### src/rtl/rbsi_dly.sv
`timescale 1ns / 1ps
module rbsi_dly #(
  parameter int W     = 8,
  parameter int DEPTH = 2
) (
  input  logic         clk,
  input  logic         rst_n,
  input  logic [W-1:0] din,
  output logic [W-1:0] dout
);

  logic [W-1:0] sr_r [DEPTH];

  always_ff @(posedge clk) begin
    if (!rst_n) begin
      for (int i = 0; i < DEPTH; i++) sr_r[i] <= '0;
    end else begin
      sr_r[0] <= din;
      for (int i = 1; i < DEPTH; i++) sr_r[i] <= sr_r[i-1];
    end
  end

  assign dout = sr_r[DEPTH-1];

endmodule

### config.mk
export PLATFORM = sky130hd
export DESIGN_NAME = rbsi_dly
export DESIGN_NICKNAME = d
export VERILOG_FILES = /design/src/rtl/rbsi_dly.sv
export SDC_FILE = /design/constraint.sdc
export NUM_CORES = 1
export LEC_CHECK = 0
export ABC_AREA = 1
export ABC_CLOCK_PERIOD_IN_PS = 800
export BUFFER_PORTS_ARGS = -buffer_cell sky130_fd_sc_hd__buf_2
export CAP_MARGIN = 10
export CORE_AREA = 2 2 45 47
export DETAILED_ROUTE_END_ITERATION = 7
export DIE_AREA = 0 0 47 49
export PLACE_DENSITY = 0.55
export SETUP_SLACK_MARGIN = 0.3
export SYNTH_ARGS = -nofsm -noshare
export SYNTH_HDL_FRONTEND = slang
export SYNTH_SLANG_ARGS = --single-unit
export TNS_END_PERCENT = 50
### constraint.sdc
create_clock -name clk -period 0.8 [get_ports clk]
set_input_delay 0.16 -clock clk [delete_from_list [all_inputs] [get_ports clk]]
set_output_delay 0.16 -clock clk [all_outputs]
set_load 0.01 [all_outputs]
==> results of run 1 <==
power by group:
part | total, mW | leakage [nW] | internal, mW | switching (mW)
registers | 0.846 | 0.134 | 0.836 | 0.0102
logic | 0.107 | 0.248 | 0.0546 | 0.0522
clock network | 0.509 | 0.0210 | 0.277 | 0.233
timing repair:
item                                    in CTS  in global routing
pin swaps                                    0                  4
resized for setup                            0                 10
hold buffers                                 0                  0
endpoints found under the setup margin       8                 16
cell type report:
type	instances	share of cell area, %
Tap cell	27	5.16
Sequential cell	16	50.1
Multi-Input combinational cell	16	13.0
Clock buffer	4	5.54
Inverter	16	9.18
Timing Repair Buffer	18	17.0
metal layers:
layer,vias up,wire (um)
met3,2,46
met1,106,279
met5,-,0
met2,12,247
li1,173,-
met4,0,13
cell usage in the layout, fill, tap and decap left out, drive strengths merged:
cell / netlist / layout
inv: 16 / 16
dfxtp: 16 / 16
clkbuf: 0 / 4
buf: 10 / 18
nand2: 16 / 16
per-stage QoR:
stage | instances | hold slack (ns) | setup slack [ns] | power (mW)
2_1_floorplan | 58 | 0.252 | 0.222 | 0.952
3_3_place_gp | 93 | 0.350 | 0.179 | 0.966
3_5_place_dp | 93 | 0.351 | 0.174 | 0.968
4_1_cts | 97 | 0.0505 | -0.0876 | 1.48
5_1_grt | 97 | 0.0464 | -0.121 | 1.53
6_report | 97 | 0.0584 | -0.0690 | 1.46
worst paths after layout:
check / from / end / slack [ns] / cells past startpoint
worst max-delay path: sr_r[0][14] / dout[6] / -0.07 / 1
worst min-delay path: din[2] / sr_r[0][2] / 0.06 / 3
worst max register to register: sr_r[0][4] / sr_r[0][12] / 0.31 / 2
worst min register to register: sr_r[0][6] / sr_r[0][14] / 0.42 / 2
logic make-up after synthesis:
group / share of synthesized area (%)
buf+inv: 27.8
flops: 58.9
simple gates: 13.3
==> results_dict.tcl, run 1 <==
set metrics [dict create \
    synthesis.nets 68 \
    worst_pin_slew_ns 0.0928 \
    largest_register_ffs 16 \
    synth_edf_count 0 \
    grt_pass1_wl_um 952 \
    yosys.area.top_type "dfxtp_1" \
    grt_setup_unrepaired "true" \
    htreeDepth 1 \
    antenna_found_initial 0 \
    met2_usage_pct 7.08 \
    regArea_um2 328 \
    via_count 293 \
    syn_area_per_cell_um2 9.38 \
    setup_ws_ns -0.0690 \
    wl_per_cell_um 6.05 \
    cts_buffers 3 \
    via_per_inst 3.02 \
    start_util_pct 29.6 \
    cp.buffers_inverters 1 \
    ys.flop_type "dfxtp_1" \
    postSynth.asyncResetShare_pct 0 \
    violations "negative setup slack" \
    max_stage_delay_ns 0.31 \
    setup_viol 8 \
    utilization_pct 35.5 \
    slew_viol_final 0 \
    grt_pass1_vias 223 \
    synth_top_area_share_pct 58.9 \
    drv_cap 0 \
    slew_headroom_pct 93.8 \
    path_class "flop to output pin" \
    chipWidth_um 47 \
    drt_iter0_drc 3 \
    clk_pin_slew_ns 0.09 \
    status "complete, but fails checks" \
    worst_ep_required_time_ns 0.64 \
    crit_family "flip-flops" \
    cts_setup_buffers 0 \
    fin_crit_ns 0.869 \
    io_pins 18 \
    crit_chain "buf_2" \
    setup_tns_ns -0.515 \
    synth-seq-cells 16 \
    multi_input_area_um2 85.1 \
    io_buffers 17 \
    num_antenna_cells 0 \
    dp_hpwl_um 426 \
    worstSetupStartpointType "flop" \
    leakagePower_nw 0.403 \
    overflow 0 \
    grt_usage_pct 6.40 \
    synth_cells 58 \
    yosys-top-cells-count "16 x dfxtp_1, 16 x inv_1, 11 x nand2_1, 8 x buf_4, 5 x nand2_2" \
    placed_cell_area_um2 604 \
    worstSetupEndpointType "output pin" \
    drtPass1Iterations 4 \
    layout-drive-gt1-share_pct 58.6 \
    cts_tree "done" \
    skew_ns 0.00189 \
    worstPathMaxFanout 1 \
    routed_wl_um 587 \
    synth_cell_type_count 7 \
    top_register "sr_r" \
    fill_cells 207 \
    hold_viol_final 0 \
    dieArea_mm2 0.00230 \
    detail-route-antenna-nets 0 \
    core_area_mm2 0.00184 \
    period_share_pct 109 \
    clock_latency_ns 0.28 \
    arrival_ns 0.71 \
    area_growth_pct 20.2 \
    die_h_um 49 \
    powerDensity_mw_per_mm2 2240 \
    syn-cell-area_um2 544 \
    cts.sink_count 16 \
    final_nets 81 \
    root_buffer "clkbuf_4" \
    irDropWorstVdd_uv 676 \
    clock_path_buffers 2 \
    yosysWarnings 0 \
    use_met3_pct 3.70 \
    ys_seq_area_share_pct 58.9 \
    rows 16 \
    grt_max_degree 17 \
    top_usage_layer "met4" \
    fin_area_um2 654 \
    worstHoldPathType "input port to flop" \
    gr-usage-met1_pct 6.96 \
    synth.area.top_cells "dfxtp_1 59%, buf_4 11%, inv_1 11%" \
    gp_congestion 0.612 \
    drc 0 \
    crit_slowest_cell "dfxtp_1" \
    top_regs "sr_r (16)" \
    max_freq_mhz 1150 \
]
Power figures use the tool's default switching activity.
==> inputs of run 2 (changes only) <==
--- a/config.mk
+++ b/config.mk
@@ -6,10 +6,11 @@
 export NUM_CORES = 1
 export LEC_CHECK = 0
 export ABC_AREA = 1
-export ABC_CLOCK_PERIOD_IN_PS = 800
+export ABC_CLOCK_PERIOD_IN_PS = 900
 export BUFFER_PORTS_ARGS = -buffer_cell sky130_fd_sc_hd__buf_2
 export CAP_MARGIN = 10
 export CORE_AREA = 2 2 45 47
+export CTS_CLUSTER_SIZE = 12
 export DETAILED_ROUTE_END_ITERATION = 7
 export DIE_AREA = 0 0 47 49
 export PLACE_DENSITY = 0.55
==> constraint.sdc (replaced) <==
create_clock -name clk -period 0.9 [get_ports clk]
set_input_delay 0.18 -clock clk [delete_from_list [all_inputs] [get_ports clk]]
set_output_delay 0.18 -clock clk [all_outputs]
set_load 0.01 [all_outputs]
==> results_dict.tcl, run 2 (synthesis gave the netlist of run 1 again) <==
set metrics [dict create \
    io_pins 18 \
    worst_ep_required_time_ns 0.72 \
    slew_viol_final 0 \
    p_int_mw 1.02 \
    most-common-layout-cells "16 x inv_1, 16 x buf_2, 15 x dfxtp_1" \
    skew_ns 0.000862 \
    p_sw_uw 253 \
    htreeDepth 1 \
    crit_slowest_cell "dfxtp_1" \
    start_util_pct 29.6 \
    detail-route-antenna-nets 0 \
    final_nets 80 \
    powerDensity_mw_per_mm2 2070 \
    seq_power_share_pct 58.7 \
    clkPwrFrac_pct 35.2 \
    core_area_mm2 0.00184 \
    r2r_slack_ns 0.41 \
    root_buffer "clkbuf_4" \
    timing.rr.start "sr_r[0][4]" \
    cp.buffers_inverters 1 \
    worstHoldPathType "input port to flop" \
    io_buffers 17 \
    arrival_ns 0.71 \
    antenna_found_initial 0 \
    cts.sink_count 16 \
    worstPathMaxFanout 1 \
    largest_register_ffs 16 \
    clock_path_buffers 2 \
    top_register "sr_r" \
    die_h_um 49 \
    cts_tree "done" \
    p_comb_share_pct 6.1 \
    grt_pass1_wl_um 931 \
    gp_congestion 0.586 \
    area_growth_pct 13.1 \
    clock_latency_ns 0.28 \
    clk_pin_slew_ns 0.08 \
    grt_usage_pct 6.25 \
    hold_start "din[1]" \
    dieArea_mm2 0.00230 \
    drtPass1Iterations 3 \
    drt_iter0_drc 5 \
    period_share_pct 99.3 \
    worstSetupStartpointType "flop" \
    max_stage_delay_ns 0.32 \
    slew_headroom_pct 79.8 \
    holdBufCountCts 0 \
    swShare_pct 19.8 \
    path_class "flop to output pin" \
    hold_viol_final 0 \
    utilization_pct 33.4 \
    drv_cap 0 \
    holdPathStages 3 \
    drc 0 \
    via_count 307 \
    num_antenna_cells 0 \
    setup_tns_ns 0 \
    crit_family "flip-flops" \
    setup_ws_ns 0.00674 \
    routed_wl_um 597 \
    chipWidth_um 47 \
    r2r_cells 2 \
    leakagePower_nw 0.396 \
    fin_crit_ns 0.893 \
    grt_max_degree 17 \
    layout-drive-gt1-share_pct 39.1 \
    cts_buffers 3 \
    worstSetupEndpointType "output pin" \
    r2r_end "sr_r[0][12]" \
    overflow 0 \
    worst_pin_slew_ns 0.303 \
    rows 16 \
    power.total_mw 1.28 \
    wl_per_cell_um 6.22 \
    status "complete, no violations" \
    pre_cts_ws_ns 0.234 \
    grt_pass1_vias 228 \
    irDropWorstVdd_uv 791 \
    grt_setup_unrepaired "true" \
    top_regs "sr_r (16)" \
    setup_viol 0 \
    max_freq_mhz 1120 \
    hold-path-endpoint "sr_r[0][1]" \
    via_per_inst 3.20 \
    crit_chain "buf_2" \
]
==> run 2: changes by cell type in the layout (fill, tap and decap cells not counted), sizes merged <==
cell / delta
buf: -1
==> run 2: stage by stage <==
step                instances  area [um^2]  hold WS, ns
finish                     96          616       0.0770
global route               96          616       0.0667
CTS                        96          608       0.0689
detailed placement         92          572        0.364
global placement           92          572        0.365
floorplan                  58          544        0.272
==> run 2: layer usage <==
layer | vias to the layer above | part of all wire, % | track usage [%]
met4 | 0 | 6.9 | 8.33
met3 | 4 | 9.5 | 2.22
li1 | 170 | - | -
met2 | 14 | 37 | 7.08
met5 | - | 0 | 0
met1 | 119 | 46 | 7.39
==> run 2: power groups by stage <==
stage,combinational [mW],clock [mW],sequential (mW)
6_report,0.0785,0.449,0.749
3_3_place_gp,0.0771,0,0.765
4_1_cts,0.0785,0.462,0.749
2_1_floorplan,0.0741,0,0.765
5_1_grt,0.0902,0.505,0.752
3_5_place_dp,0.0781,0,0.766
==> run 2: worst max path at each step <==
stage	from	to	slack [ns]	cells past startpoint
finish	sr_r[0][13]	dout[5]	0.007	1
global route	sr_r[0][11]	dout[3]	-0.04	1
CTS	sr_r[0][9]	dout[1]	-0.006	1
detailed placement	rst_n	sr_r[0][8]	0.23	3
global placement	rst_n	sr_r[0][8]	0.24	3
floorplan	rst_n	sr_r[0][8]	0.30	4
==> run 2: final cells by class <==
type,count,area (um^2)
well taps,27,33.8
inverters,16,60.1
repair buffers,17,91.3
flip-flops and latches,16,322
multi-input cells,16,72.6
clock buffers,4,36.3
fillers,203,1230
==> run 2: timing repair <==
| item | 4_1_cts | 5_1_grt |
|---|---|---|
| endpoints found under the hold margin | 0 | 0 |
| setup endpoints to repair | 8 | 8 |
| gates cloned | 0 | 0 |
| buffers inserted | 0 | 0 |
| gates resized for setup | 0 | 2 |
