**config.mk**
```make
export PLATFORM = sky130hd
export DESIGN_NAME = rbsi_div
export DESIGN_NICKNAME = d
export VERILOG_FILES = /design/src/rtl/rbsi_pkg.sv /design/src/rtl/rbsi_div.sv
export SDC_FILE = /design/constraint.sdc
export NUM_CORES = 2
export LEC_CHECK = 0
export ABC_CLOCK_PERIOD_IN_PS = 9200
export BUFFER_PORTS_ARGS = -buffer_cell sky130_fd_sc_hd__buf_2
export CORE_MARGIN = 2
export CORE_UTILIZATION = 50
export CTS_CLUSTER_SIZE = 20
export DETAILED_ROUTE_END_ITERATION = 8
export PLACE_DENSITY = 0.7
export SYNTH_ARGS = -nofsm -noshare
export SYNTH_HDL_FRONTEND = slang
export SYNTH_SLANG_ARGS = --single-unit
```
**constraint.sdc**
```tcl
create_clock -name clk -period 9.2 [get_ports clk]
set_input_delay 1.84 -clock clk [delete_from_list [all_inputs] [get_ports clk]]
set_output_delay 1.84 -clock clk [all_outputs]
set_load 0.1 [all_outputs]
```
**src/rtl/rbsi_pkg.sv**
```systemverilog
`timescale 1ns / 1ps
package rbsi_pkg;

  localparam int COORD_WIDTH_DEF = 32;
  localparam int ANGLE_WIDTH_DEF = 16;

  localparam int CORDIC_ITERS = 24;
  localparam int CORDIC_K     = 652032874;
  // angle reduce + iterations + quadrant map
  localparam int CORDIC_LAT   = CORDIC_ITERS + 2;
  localparam int CS_W         = 32;

  localparam int ROT_LAT  = 3;
  localparam int QUOT_BITS = 17;
  localparam int DIV_LAT  = QUOT_BITS + 2;

  localparam int BOX_W    = 31;
  localparam int FRAC_W   = 17;
  localparam int T_W      = 19;
  localparam int NORM_W   = 16;
  localparam int ONE_Q16  = 65536;
  localparam int T_SAT    = 131072;
  localparam int Q14_ONE  = 16384;
  localparam longint ROUND30 = 64'sd536870912;

  localparam int CFG_IDX_W = 1;
  localparam logic [CFG_IDX_W-1:0] REG_BOX_WIDTH  = 1'b0;
  localparam logic [CFG_IDX_W-1:0] REG_BOX_HEIGHT = 1'b1;

  typedef enum logic [2:0] {
    FACE_NONE,
    FACE_NEG_X,
    FACE_POS_X,
    FACE_NEG_Y,
    FACE_POS_Y
  } face_t;

  // atan(2^-i) in 2^32 per turn
  function automatic logic [31:0] atan_val(input int unsigned i);
    case (i)
      0:  atan_val = 32'h20000000;
      1:  atan_val = 32'h12E4051E;
      2:  atan_val = 32'h09FB385B;
      3:  atan_val = 32'h051111D4;
      4:  atan_val = 32'h028B0D43;
      5:  atan_val = 32'h0145D7E1;
      6:  atan_val = 32'h00A2F61E;
      7:  atan_val = 32'h00517C55;
      8:  atan_val = 32'h0028BE53;
      9:  atan_val = 32'h00145F2F;
      10: atan_val = 32'h000A2F98;
      11: atan_val = 32'h000517CC;
      12: atan_val = 32'h00028BE6;
      13: atan_val = 32'h000145F3;
      14: atan_val = 32'h0000A2F9;
      15: atan_val = 32'h0000517D;
      16: atan_val = 32'h000028BE;
      17: atan_val = 32'h0000145F;
      18: atan_val = 32'h00000A30;
      19: atan_val = 32'h00000518;
      20: atan_val = 32'h0000028C;
      21: atan_val = 32'h00000146;
      22: atan_val = 32'h000000A3;
      23: atan_val = 32'h00000051;
      default: atan_val = 32'h0;
    endcase
  endfunction

  // Q2.30 -> Q1.14, round half up, clamp to +-1.0
  function automatic logic signed [NORM_W-1:0] to_q14(input logic signed [CS_W-1:0] v);
    logic signed [CS_W:0] sum;
    logic signed [CS_W-16:0] r;
    sum = (CS_W+1)'(v) + (CS_W+1)'(32768);
    r = (CS_W-15)'(sum >>> 16);
    if (r > (CS_W-15)'(Q14_ONE)) begin
      to_q14 = NORM_W'(Q14_ONE);
    end else if (r < -(CS_W-15)'(Q14_ONE)) begin
      to_q14 = -NORM_W'(Q14_ONE);
    end else begin
      to_q14 = NORM_W'(r);
    end
  endfunction

endpackage

```
**src/rtl/rbsi_div.sv**
```systemverilog
`timescale 1ns / 1ps
module rbsi_div import rbsi_pkg::*; #(
  parameter int NW = 40
) (
  input  logic                  clk,
  input  logic signed [NW-1:0]  num,
  input  logic signed [NW-1:0]  den,
  output logic signed [T_W-1:0] quot
);

  localparam int RW = NW + 1;
  localparam int QB = QUOT_BITS;

  logic [NW-1:0]        n_abs, d_abs;
  logic [RW-1:0]        r_r   [QB+1];
  logic [NW-1:0]        d_r   [QB+1];
  logic [QB-1:0]        q_r   [QB+1];
  logic                 neg_r [QB+1];
  logic                 sat_r [QB+1];
  logic [RW-1:0]        rs_c  [QB];
  logic                 ge_c  [QB];
  logic [QB:0]          qf;
  logic signed [T_W-1:0] quot_r;

  assign n_abs = num[NW-1] ? NW'(-num) : NW'(num);
  assign d_abs = den[NW-1] ? NW'(-den) : NW'(den);

  // one quotient bit per stage: integer bit first, then 16 fraction bits
  always_comb begin
    for (int k = 0; k < QB; k++) begin
      rs_c[k] = (k == 0) ? r_r[k] : (r_r[k] << 1);
      ge_c[k] = rs_c[k] >= {1'b0, d_r[k]};
    end
  end

  always_comb begin
    qf = {1'b0, q_r[QB]} + (QB+1)'(neg_r[QB] && (r_r[QB] != '0));
    if (sat_r[QB] || (qf > (QB+1)'(T_SAT))) qf = (QB+1)'(T_SAT);
  end

  always_ff @(posedge clk) begin
    r_r[0]   <= {1'b0, n_abs};
    d_r[0]   <= d_abs;
    q_r[0]   <= '0;
    neg_r[0] <= num[NW-1] ^ den[NW-1];
    sat_r[0] <= {1'b0, n_abs} >= {d_abs, 1'b0};
    for (int k = 0; k < QB; k++) begin
      r_r[k+1]   <= ge_c[k] ? (rs_c[k] - {1'b0, d_r[k]}) : rs_c[k];
      q_r[k+1]   <= {q_r[k][QB-2:0], ge_c[k]};
      d_r[k+1]   <= d_r[k];
      neg_r[k+1] <= neg_r[k];
      sat_r[k+1] <= sat_r[k];
    end
    quot_r <= neg_r[QB] ? -T_W'(qf) : T_W'(qf);
  end

  assign quot = quot_r;

endmodule
```
==> flow_results.xml <==
<?xml version="1.0" encoding="UTF-8"?>
<metrics>
  <group name="outcome">
    <metric name="status" unit="">completed</metric>
  </group>
  <group name="cells_and_area">
    <metric name="finalNonFillerCells" unit="">11400</metric>
    <metric name="nets" unit="">9924</metric>
    <metric name="seq_area" unit="mm²">0.0322</metric>
    <metric name="diodes" unit="">0</metric>
    <metric name="layout.core_utilization" unit="%">56.0</metric>
    <metric name="layout.cell_area.non_filler" unit="mm²">0.0901</metric>
    <metric name="layout-drive-gt1-share" unit="%">9.11</metric>
    <metric name="multi_input_area" unit="mm²">0.0449</metric>
    <metric name="final.fill_count" unit="">14400</metric>
    <metric name="syn2layout_area_growth" unit="%">10.9</metric>
  </group>
  <group name="timing">
    <metric name="final.setup.worst_slack" unit="ns">3.51</metric>
    <metric name="timing_hold_violations_final" unit="">0</metric>
    <metric name="max_freq" unit="MHz">176</metric>
    <metric name="final_min_period_over_clock_period" unit="%">61.8</metric>
    <metric name="period_needed" unit="ns">5.69</metric>
    <metric name="slew_headroom" unit="%">24.3</metric>
    <metric name="setup_violating_endpoint_count_in_the_final_report" unit="">0</metric>
    <metric name="clock_skew" unit="ns">0.0270</metric>
    <metric name="worst_hold_slack" unit="ns">0.310</metric>
    <metric name="tns" unit="ns">0</metric>
    <metric name="timing_worst_slew_pin_value" unit="ns">1.14</metric>
    <metric name="timing_max_transition_violations_final" unit="">0</metric>
    <metric name="grt_setup_unrepaired" unit="">no</metric>
  </group>
  <group name="global_route">
    <metric name="antenna_found_initial" unit="">4</metric>
    <metric name="gr-total-overflow" unit="">0</metric>
    <metric name="grt_pass1_wl" unit="µm">331000</metric>
    <metric name="via_count_of_the_first_global_routing_pass" unit="">63200</metric>
    <metric name="grt_max_degree" unit="">76</metric>
    <metric name="grt_usage" unit="%">24.5</metric>
  </group>
  <group name="power_and_ir_drop">
    <metric name="total_power" unit="mW">39.1</metric>
    <metric name="p_leak" unit="nW">41.2</metric>
    <metric name="power-per-cell-area" unit="mW/mm²">434</metric>
    <metric name="ir_drop" unit="V">0.000265</metric>
  </group>
  <group name="clock_tree">
    <metric name="clockRootBuffer" unit="">sky130_fd_sc_hd__clkbuf_16</metric>
    <metric name="cts.htree.levels" unit="">4</metric>
    <metric name="cts.reportedPaths.clkPinSlew" unit="ns">0.06</metric>
    <metric name="post_cts.repair.setup_buffers" unit="">0</metric>
    <metric name="cts_tree" unit="">yes</metric>
    <metric name="max-clock-path-buffers" unit="">3</metric>
    <metric name="ctsHoldBuffers" unit="">0</metric>
    <metric name="cts_buffers" unit="">172</metric>
    <metric name="cts.sink_count" unit="">1609</metric>
    <metric name="clk-insertion-delay-late" unit="ns">0.79</metric>
    <metric name="post_cts_resized" unit="">0</metric>
  </group>
  <group name="drt">
    <metric name="first_pass_iteration_count_of_the_detailed_router" unit="">7</metric>
    <metric name="totalWireLength" unit="µm">209000</metric>
    <metric name="postRouteAntennaNets" unit="">0</metric>
    <metric name="drt_first_iter_violations" unit="">3897</metric>
    <metric name="vias_per_cell" unit="">5.58</metric>
    <metric name="post_drt_wl_per_cell" unit="µm">18.3</metric>
    <metric name="route.detailed.drc" unit="">0</metric>
    <metric name="via_count" unit="">63700</metric>
  </group>
  <group name="die">
    <metric name="core-area" unit="mm²">0.161</metric>
    <metric name="die_area" unit="mm²">0.166</metric>
    <metric name="std_cell_rows" unit="">147</metric>
    <metric name="boundaryPins" unit="">100</metric>
    <metric name="floorplan.initialDensity" unit="%">50.5</metric>
    <metric name="height_of_the_chip" unit="µm">407</metric>
    <metric name="chipWidth" unit="µm">407</metric>
  </group>
  <group name="setup_path">
    <metric name="reg2reg_setup_slack" unit="ns">3.67</metric>
    <metric name="end_kind" unit="">register</metric>
    <metric name="timing.rr.start" unit="">neg_r[17]</metric>
    <metric name="timing.critical_path.required" unit="ns">9.90</metric>
    <metric name="reg2regPathDepth" unit="">20</metric>
    <metric name="worstReg2RegEnd" unit="">quot[16]</metric>
    <metric name="worst-path-max-fanout" unit="">5</metric>
    <metric name="setup.worst_path.class" unit="">in -&gt; reg</metric>
    <metric name="worst_path_arrival_time" unit="ns">6.39</metric>
    <metric name="critPathLaunchType" unit="">input port</metric>
  </group>
  <group name="logic_synthesis">
    <metric name="synth_seq_area_share" unit="%">39.6</metric>
    <metric name="yosysTopAreaCell" unit="">sky130_fd_sc_hd__dfxtp_1</metric>
    <metric name="yosys.cell_types.count" unit="">96</metric>
    <metric name="synth-async-reset-ratio" unit="%">0</metric>
    <metric name="synthesis.yosys.warnings" unit="">0</metric>
    <metric name="leading_cell_types_by_count_after_synthesis" unit="">1609 x sky130_fd_sc_hd__dfxtp_1, 914 x sky130_fd_sc_hd__inv_1, 724 x sky130_fd_sc_hd__ha_1, 697 x sky130_fd_sc_hd__nand2_1, 668 x sky130_fd_sc_hd__a21oi_1</metric>
    <metric name="post_synthesis_cell_count" unit="">9026</metric>
    <metric name="yosys-top-cells-area" unit="">sky130_fd_sc_hd__dfxtp_1 40%, sky130_fd_sc_hd__ha_1 11%, sky130_fd_sc_hd__mux2_2 4.4%</metric>
    <metric name="synth.avg_cell_area" unit="µm²">9.00</metric>
    <metric name="synthesis.area" unit="mm²">0.0813</metric>
    <metric name="synth_top_cell_area_share" unit="%">39.6</metric>
    <metric name="synth.net_count" unit="">9848</metric>
    <metric name="synth_top_flop_cell" unit="">sky130_fd_sc_hd__dfxtp_1</metric>
    <metric name="yosysMostFrequentCell" unit="">sky130_fd_sc_hd__dfxtp_1</metric>
    <metric name="ys_ff_latch" unit="">1609</metric>
    <metric name="edff_count_synth" unit="">0</metric>
  </group>
  <group name="worst_hold_path">
    <metric name="hold_path_end" unit="">q_r[17][10]</metric>
    <metric name="hp-class" unit="">reg -&gt; reg</metric>
    <metric name="timing.hold.worst.start" unit="">q_r[16][9]</metric>
    <metric name="hold_path_depth" unit="">0</metric>
  </group>
  <group name="placement">
    <metric name="pre_cts_slack" unit="ns">2.70</metric>
    <metric name="detailedPlacementHpwl" unit="µm">167000</metric>
    <metric name="port_buffers" unit="">99</metric>
    <metric name="placedInstanceArea" unit="mm²">0.0839</metric>
    <metric name="dpl.cell_count" unit="">11100</metric>
    <metric name="gp_congestion" unit="">0.954</metric>
  </group>
  <group name="job">
    <metric name="timing.max_cap.violations" unit="">0</metric>
  </group>
</metrics>
## cell usage in the layout (no fill, tap or decap), types with 36 or more instances in the layout
master | synthesis | routed
sky130_fd_sc_hd__ha_1 | 724 | 724
sky130_fd_sc_hd__nor4_1 | 38 | 36
sky130_fd_sc_hd__xor2_1 | 254 | 254
sky130_fd_sc_hd__nand3_1 | 159 | 159
sky130_fd_sc_hd__nand2_1 | 697 | 696
sky130_fd_sc_hd__nand2b_1 | 94 | 94
sky130_fd_sc_hd__o31ai_1 | 87 | 86
sky130_fd_sc_hd__o21a_1 | 92 | 92
sky130_fd_sc_hd__buf_2 | 27 | 99
sky130_fd_sc_hd__nand4_1 | 129 | 129
sky130_fd_sc_hd__clkbuf_16 | 0 | 175
sky130_fd_sc_hd__o21ai_0 | 576 | 576
sky130_fd_sc_hd__o211ai_1 | 45 | 45
sky130_fd_sc_hd__and3_1 | 95 | 95
sky130_fd_sc_hd__xnor2_1 | 399 | 399
sky130_fd_sc_hd__inv_1 | 914 | 914
sky130_fd_sc_hd__a31oi_1 | 75 | 75
sky130_fd_sc_hd__nor3_1 | 126 | 126
sky130_fd_sc_hd__nor2_1 | 462 | 459
sky130_fd_sc_hd__a21o_1 | 357 | 357
sky130_fd_sc_hd__mux2_2 | 321 | 321
sky130_fd_sc_hd__a21oi_1 | 668 | 665
sky130_fd_sc_hd__nor2b_1 | 94 | 94
sky130_fd_sc_hd__o21bai_1 | 79 | 79
sky130_fd_sc_hd__a211oi_1 | 85 | 84
sky130_fd_sc_hd__or3_1 | 40 | 40
sky130_fd_sc_hd__dfxtp_1 | 1609 | 1609
## routing by layer
layer | vias up | wire, µm | track usage (%)
li1 | 31900 | - | -
met1 | 29600 | 82800 | 26.8
met3 | 541 | 7580 | 2.91
met2 | 1633 | 107000 | 45.9
met4 | 2 | 11700 | 12.9
met5 | - | 8 | 0
## registers in the layout, indices dropped and copies added, names as in the netlist
name   flops
r_r      721
d_r      680
q_r      153
quot      19
neg_r     18
sat_r     18
## cells by family after synthesis
family / Yosys count / synth area share, %
compound gates: 2431 / 19.1
simple gates: 2103 / 12.5
flops: 1609 / 39.6
buf+inv: 1141 / 5.33
fa+ha+maj: 741 / 11.6
xor+xnor: 653 / 7.04
mux: 348 / 4.78
## final cells by class
class                           instances  share of cell area (%)
Timing Repair Buffer                  126                   0.775
Sequential cell                      1609                    35.7
Multi-Input combinational cell       6276                    49.8
Clock inverter                        100                    1.66
Inverter                              917                    3.82
Tap cell                             2160                    3.00
Clock buffer                          217                    5.23
## critical path, stage by stage
cell and delay (ns):
sky130_fd_sc_hd__buf_2 0.12, sky130_fd_sc_hd__nor4_1 0.65, sky130_fd_sc_hd__nand3_2 0.27, sky130_fd_sc_hd__or2_1 0.31, sky130_fd_sc_hd__or4_1 0.44, sky130_fd_sc_hd__or4_4 0.47, sky130_fd_sc_hd__or4_4 0.45, sky130_fd_sc_hd__nor4b_1 0.64
sky130_fd_sc_hd__ha_1 0.31, sky130_fd_sc_hd__nand4_1 0.09, sky130_fd_sc_hd__nor4_1 0.28, sky130_fd_sc_hd__buf_4 0.17, sky130_fd_sc_hd__a41oi_1 0.11, sky130_fd_sc_hd__a2bb2oi_1 0.17, sky130_fd_sc_hd__o21ai_0 0.07
## where the power goes
group          total, mW  switching, mW  internal (mW)
combinational       20.7           11.8           8.93
clock               7.44           2.89           4.56
sequential          11.0           1.49           9.49
total               39.1           16.1           23.0
## how the worst max path moves through the flow
stage	slack, ns	endpoint	depth (start not counted)	start
3_5_place_dp	2.70	sat_r[0]	16	num[0]
3_3_place_gp	2.71	sat_r[0]	15	num[15]
6_report	3.51	sat_r[0]	15	num[15]
4_1_cts	3.51	sat_r[0]	16	num[0]
2_1_floorplan	3.63	sat_r[0]	16	num[5]
5_1_grt	3.18	sat_r[0]	15	num[15]
Power figures use the tool's default switching activity.
